==> src/sv/sobel_pkg.sv <==
// Shared types, constants and codes for the Sobel edge stream block.
package sobel_pkg;

    localparam int MAX_WIDTH  = 1024;
    localparam int MAX_HEIGHT = 1024;

    localparam int COL_W   = $clog2(MAX_WIDTH);
    localparam int ROW_W   = $clog2(MAX_HEIGHT);
    localparam int IMG_W_W = 11;
    localparam int OUT_W   = 10;
    // Width that holds both the clamped line length and the column count plus one.
    localparam int WCNT_W  = (COL_W + 1 > IMG_W_W) ? COL_W + 1 : IMG_W_W;
    localparam int COL_XW  = (COL_W > OUT_W) ? COL_W : OUT_W;
    localparam int ROW_XW  = (ROW_W > OUT_W) ? ROW_W : OUT_W;

    localparam int MIN_WIDTH   = 3;
    localparam int LUMA_R      = 77;
    localparam int LUMA_G      = 150;
    localparam int LUMA_B      = 29;
    localparam int SQRT_STEPS  = 8;
    localparam int STEP_W      = $clog2(SQRT_STEPS);
    localparam logic [7:0] PIX_MAX = 8'hFF;

    localparam int CFG_IDX_W  = 2;
    localparam int CFG_DATA_W = 11;
    localparam logic [CFG_IDX_W-1:0] CFG_IMAGE_WIDTH = 2'd0;
    localparam logic [CFG_IDX_W-1:0] CFG_THRESHOLD   = 2'd1;
    localparam logic [CFG_IDX_W-1:0] CFG_BINARY_MODE = 2'd2;

    localparam logic [IMG_W_W-1:0] RST_IMAGE_WIDTH = 11'd640;
    localparam logic [7:0]         RST_THRESHOLD   = 8'd80;

    typedef struct packed {
        logic [7:0] blue;
        logic [7:0] green;
        logic [7:0] red;
        logic       frame_start;
    } sobel_in_t;

    typedef struct packed {
        logic [7:0]       edge_value;
        logic [OUT_W-1:0] out_column;
        logic [OUT_W-1:0] out_row;
    } sobel_out_t;

    typedef struct packed {
        logic load;
        logic read;
        logic grad;
        logic sq_x;
        logic sq_y;
        logic root_step;
        logic push;
    } sobel_cmd_t;

    typedef struct packed {
        logic emit;
        logic out_free;
    } sobel_stat_t;

endpackage

==> src/sv/sobel_ctrl.sv <==
// Controller state machine that sequences one pixel through the datapath.
module sobel_ctrl import sobel_pkg::*; (
    input  logic        aclk,
    input  logic        aresetn,
    input  logic        s_valid,
    output logic        s_ready,
    input  sobel_stat_t stat,
    output sobel_cmd_t  cmd
);

    typedef enum logic [2:0] {
        ST_IDLE,
        ST_READ,
        ST_GRAD,
        ST_SQX,
        ST_SQY,
        ST_ROOT,
        ST_PUSH
    } state_t;

    state_t             state_reg, state_next;
    logic [STEP_W-1:0]  step_reg, step_next;

    always_comb begin
        state_next = state_reg;
        step_next  = step_reg;
        cmd        = '0;
        case (state_reg)
            ST_IDLE: begin
                if (s_valid) begin
                    cmd.load   = 1'b1;
                    state_next = ST_READ;
                end
            end
            ST_READ: begin
                cmd.read   = 1'b1;
                state_next = ST_GRAD;
            end
            ST_GRAD: begin
                cmd.grad   = 1'b1;
                state_next = stat.emit ? ST_SQX : ST_IDLE;
            end
            ST_SQX: begin
                cmd.sq_x   = 1'b1;
                state_next = ST_SQY;
            end
            ST_SQY: begin
                cmd.sq_y   = 1'b1;
                step_next  = '0;
                state_next = ST_ROOT;
            end
            ST_ROOT: begin
                cmd.root_step = 1'b1;
                step_next     = step_reg + STEP_W'(1);
                if (step_reg == STEP_W'(SQRT_STEPS - 1)) begin
                    state_next = ST_PUSH;
                end
            end
            ST_PUSH: begin
                // Waits here only while the previous result is still unclaimed.
                if (stat.out_free) begin
                    cmd.push   = 1'b1;
                    state_next = ST_IDLE;
                end
            end
            default: begin
                state_next = ST_IDLE;
            end
        endcase
    end

    always_ff @(posedge aclk) begin
        if (!aresetn) begin
            state_reg <= ST_IDLE;
            step_reg  <= '0;
        end else begin
            state_reg <= state_next;
            step_reg  <= step_next;
        end
    end

    assign s_ready = (state_reg == ST_IDLE);

endmodule

==> config.mk <==
export PLATFORM = sky130hd
export DESIGN_NAME = sobel_ctrl
export DESIGN_NICKNAME = d
export VERILOG_FILES = /design/src/sv/sobel_pkg.sv /design/src/sv/sobel_ctrl.sv
export SDC_FILE = /design/constraint.sdc
export NUM_CORES = 1
export LEC_CHECK = 0
export ABC_AREA = 0
export BUFFER_PORTS_ARGS = -buffer_cell sky130_fd_sc_hd__buf_2
export CORE_AREA = 2 2 39 41
export CTS_CLUSTER_DIAMETER = 120
export CTS_CLUSTER_SIZE = 20
export DETAILED_ROUTE_END_ITERATION = 10
export DIE_AREA = 0 0 41 43
export HOLD_SLACK_MARGIN = 0.05
export PLACE_DENSITY = 0.59
export SLEW_MARGIN = 5
export SYNTH_ARGS = -nofsm -noshare
export SYNTH_HDL_FRONTEND = slang
export SYNTH_SLANG_ARGS = --single-unit
==> constraint.sdc <==
create_clock -name aclk -period 1.4 [get_ports aclk]
set_clock_uncertainty 0.2 [all_clocks]
set_input_delay 0.28 -clock aclk [delete_from_list [all_inputs] [get_ports aclk]]
set_output_delay 0.28 -clock aclk [all_outputs]
set_load 0.005 [all_outputs]
Word-level counts from Yosys, hierarchy flattened --
Cells that the tools add are included.
Storage, ports and cells: logic and storage cells 31, output and inout bits 8, bits in registers 6
Operators by class: reduce and logical (&&, ||, !) cells 3, multiplexer cells 15, add/subtract/negate cells 1, equal/unequal tests 10
Operator list (number):
- 3-bit one-hot mux with 7 select lines | 1
- 3-bit equality test, second input constant | 4
- 1-bit two-way mux | 9
- 3-bit two-way mux | 3
- 3-bit by 2-bit equality test with 1-bit output, second input constant | 2
- 2-bit != test, second input constant | 3
- 3-bit one-hot mux with 2 select lines | 1
- 3-bit by 1-bit adder with 3-bit output, second input constant | 1
- 3-bit by 1-bit equality test with 1-bit output, second input constant | 1
- 3-bit logical NOT | 1
- 3-bit AND reduction | 1
- 2-bit two-way mux | 1
- 2-bit nonzero test | 1

Longest topological paths before layout --
depth in word-level cells 3, mapped depth 5, gate-level depth less buffers 5

Worst setup path after synthesis --
Ideal clock, no wire load.
kind flip-flop to output port, from register state_reg[2], to output cmd[6] in the netlist's numbering, path slack 0.027 ns, data required time 0.920 ns, data arrival time 0.893 ns, cell stages (with the launch flop) 4, buffers on the path 1, cell sequence dfxtp_1 buf_4 nor3_1 and2_1
RTL lines:
- from (decl) | RTL line sobel_ctrl.sv:21 | state_t state_reg, state_next;
- from (signal assigned) | RTL line sobel_ctrl.sv:77 | state_reg <= state_next;
- to (decl) | RTL line sobel_ctrl.sv:8 | output sobel_cmd_t cmd

==> metrics <==
total CTS buffers 3; CP Launch Type flip-flop; drt initial violations 8; die width 41 um; Worst-Skew Late Latency between 0.2 and 0.3 ns; wire per inst between 10 and 15 um; relative slew slack 0.882; Final WS setup -0.109 ns; worst min path class in -> reg; status finished, violations left; Die Span Y approximately 43 um; initial antenna violation count 0; Initial Utilization 0.272; Worst Path Required 0.92 ns; dpl hpwl between 500 and 600 um; Area Overhead vs Synth 55.5%; TritonCTS clock tree built; Worst Setup End Kind output port; DR DRC count 0; nets 75; yosys warns 0; Root Buffer clkbuf_4; Post-synth EDFFs 0; max-cap violations 0; failing checks negative setup slack; fin util 0.423; Synth cell types 25; CP max stage cell dfxtp_4; Arr. time, crit path slightly above 1 ns; largest net degree at the start of global routing 9; crit-path max FO 5; RSZ-0062 raised after global routing true; H-tree levels 1; vias in the first global route 370; #FFs+latches synth 6; final worst path period share 1.08; Worst Tran Pin Value about 0.17 ns; Hold Violations, Final 0; clock sinks 6; synthesized cell area 377 um^2; power per cell area 807 nW/um^2; Cells after Synth 46; final-report max-slew violation count 0; antenna viol nets, final 0; Final Setup Violations 7; Clock transition at path regs around 0.050 ns; worst hold slack 0.105 ns; final wirelength between 900 and 1000 um; pre-CTS WS -0.00120 ns; Crit Path Category reg -> out; Tot GR Track Use 0.128; global-route wire length before repair 1480 um; Mapped Avg Cell Area approximately 8.2 um^2; sequential area share after synthesis 0.319; CTS Buffer Depth 2; Filler cells about 130; Port Buffer Count 12; post-layout minimum cycle time 1.51 ns; layout cell share with drive strength beyond 1 0.561; Vias/cell about 4.9; Routability Congestion roughly 0.68; total grt overflow 0; drt pass-1 iters 4; static leakage approximately 0.26 nW; maximum vdd ir drop around 0.34 mV; max incr delay on CP roughly 0.36 ns; Post-synth ARST share 0; I/O pin count 13; Post-CTS Hold Fix Bufs 0; Die Footprint 1760 um^2; Core Footprint roughly 1400 um^2; # rows 14; via count just under 400; Power Total between 0.4 and 0.5 mW; diode count 0; leading register cell type out of synthesis dfxtp_1; CP Cell Sequence buf_6 > and3b_1 > buf_2; Mapped Nets 53; fmax 663 MHz
[repair_timing]
item                                    CTS  global route
endpoints found under the setup margin    8            13
cloned                                    0             0
pin swaps                                 6             8
buffers inserted                          5             0
gates resized for setup                  12            10
[worst paths after layout]
kind	from	depth (start not counted)	end	slack (ns)
max	state_reg[0]$_SDFFE_PN0P_	3	cmd[3]	-0.11
min	aresetn	2	state_reg[1]$_SDFFE_PN0P_	0.10
max reg2reg	state_reg[1]$_SDFFE_PN0P_	4	step_reg[0]$_SDFFE_PN0P_	0.03
min reg2reg	step_reg[1]$_SDFFE_PN0P_	2	step_reg[1]$_SDFFE_PN0P_	0.27
[synthesized netlist by cell type (2+ instances only)]
library cell  instances  area [um^2]
o21ai_0               2         10.0
ha_1                  2         25.0
nand3_1               2         10.0
a21boi_1              3         22.5
nor3_1                3         15.0
nand2_1               3         11.3
nor2_1                3         11.3
a21oi_1               2         10.0
nand2b_1              3         18.8
buf_2                 2         10.0
nor2b_1               2         12.5
dfxtp_1               6          120
[metal layers]
layer	vias to the layer above	wire length, um	global-route usage
li1	204	-	-
met1	177	422	0.149
met2	15	481	0.188
met3	2	55	0.0314
met4	0	15	0.100
met5	-	0	0
[area by class of cell]
class | count | area (um^2) | share of cell area
Timing Repair Buffer | 20 | 131 | 0.224
Inverter | 1 | 3.75 | 0.00641
Clock buffer | 3 | 22.5 | 0.0385
Multi-Input combinational cell | 36 | 275 | 0.470
Sequential cell | 6 | 133 | 0.226
Tap cell | 16 | 20.0 | 0.0342
[cell families (layout without fill, tap and decap cells)]
kind of cell,Yosys count,in the layout,synth area share
and+or+nand+nor,24,24,0.382
AOI/OAI and AO/OA,10,10,0.176
DFF,6,6,0.319
buffers and inverters,4,24,0.0565
adders and majority gates,2,2,0.0664
[worst max-delay path, delay by kind of cell, from the launching register on]
| kind | cells | cell delay (ns) |
|---|---|---|
| flip-flops | 1 | 0.36 |
| buffers and inverters | 2 | 0.25 |
| AND/OR/NAND/NOR | 1 | 0.17 |
[through the flow]
step | instance area (um^2) | setup TNS [ns] | instances
6_report | 586 | -0.483 | 82
5_1_grt | 586 | -0.829 | 82
4_1_cts | 556 | -0.495 | 83
3_5_place_dp | 469 | -0.00120 | 75
3_3_place_gp | 469 | 0 | 75
2_1_floorplan | 377 | 0 | 46
[layout by cell type, fill, tap and decap left out, drive strengths merged, types with 2 or more instances in the layout]
cell    instances
o21ai           2
a21oi           2
a21boi          3
dfxtp           6
nor3            3
nand2b          4
clkbuf          3
buf            20
nand3           2
nand2           3
ha              2
nor2            3
nor2b           2
[where the power goes]
group | switching, mW | internal [mW]
combinational | 0.0478 | 0.0684
sequential | 0.0120 | 0.176
clock | 0.0707 | 0.0976
total | 0.131 | 0.342
Power figures use the tool's default switching activity.
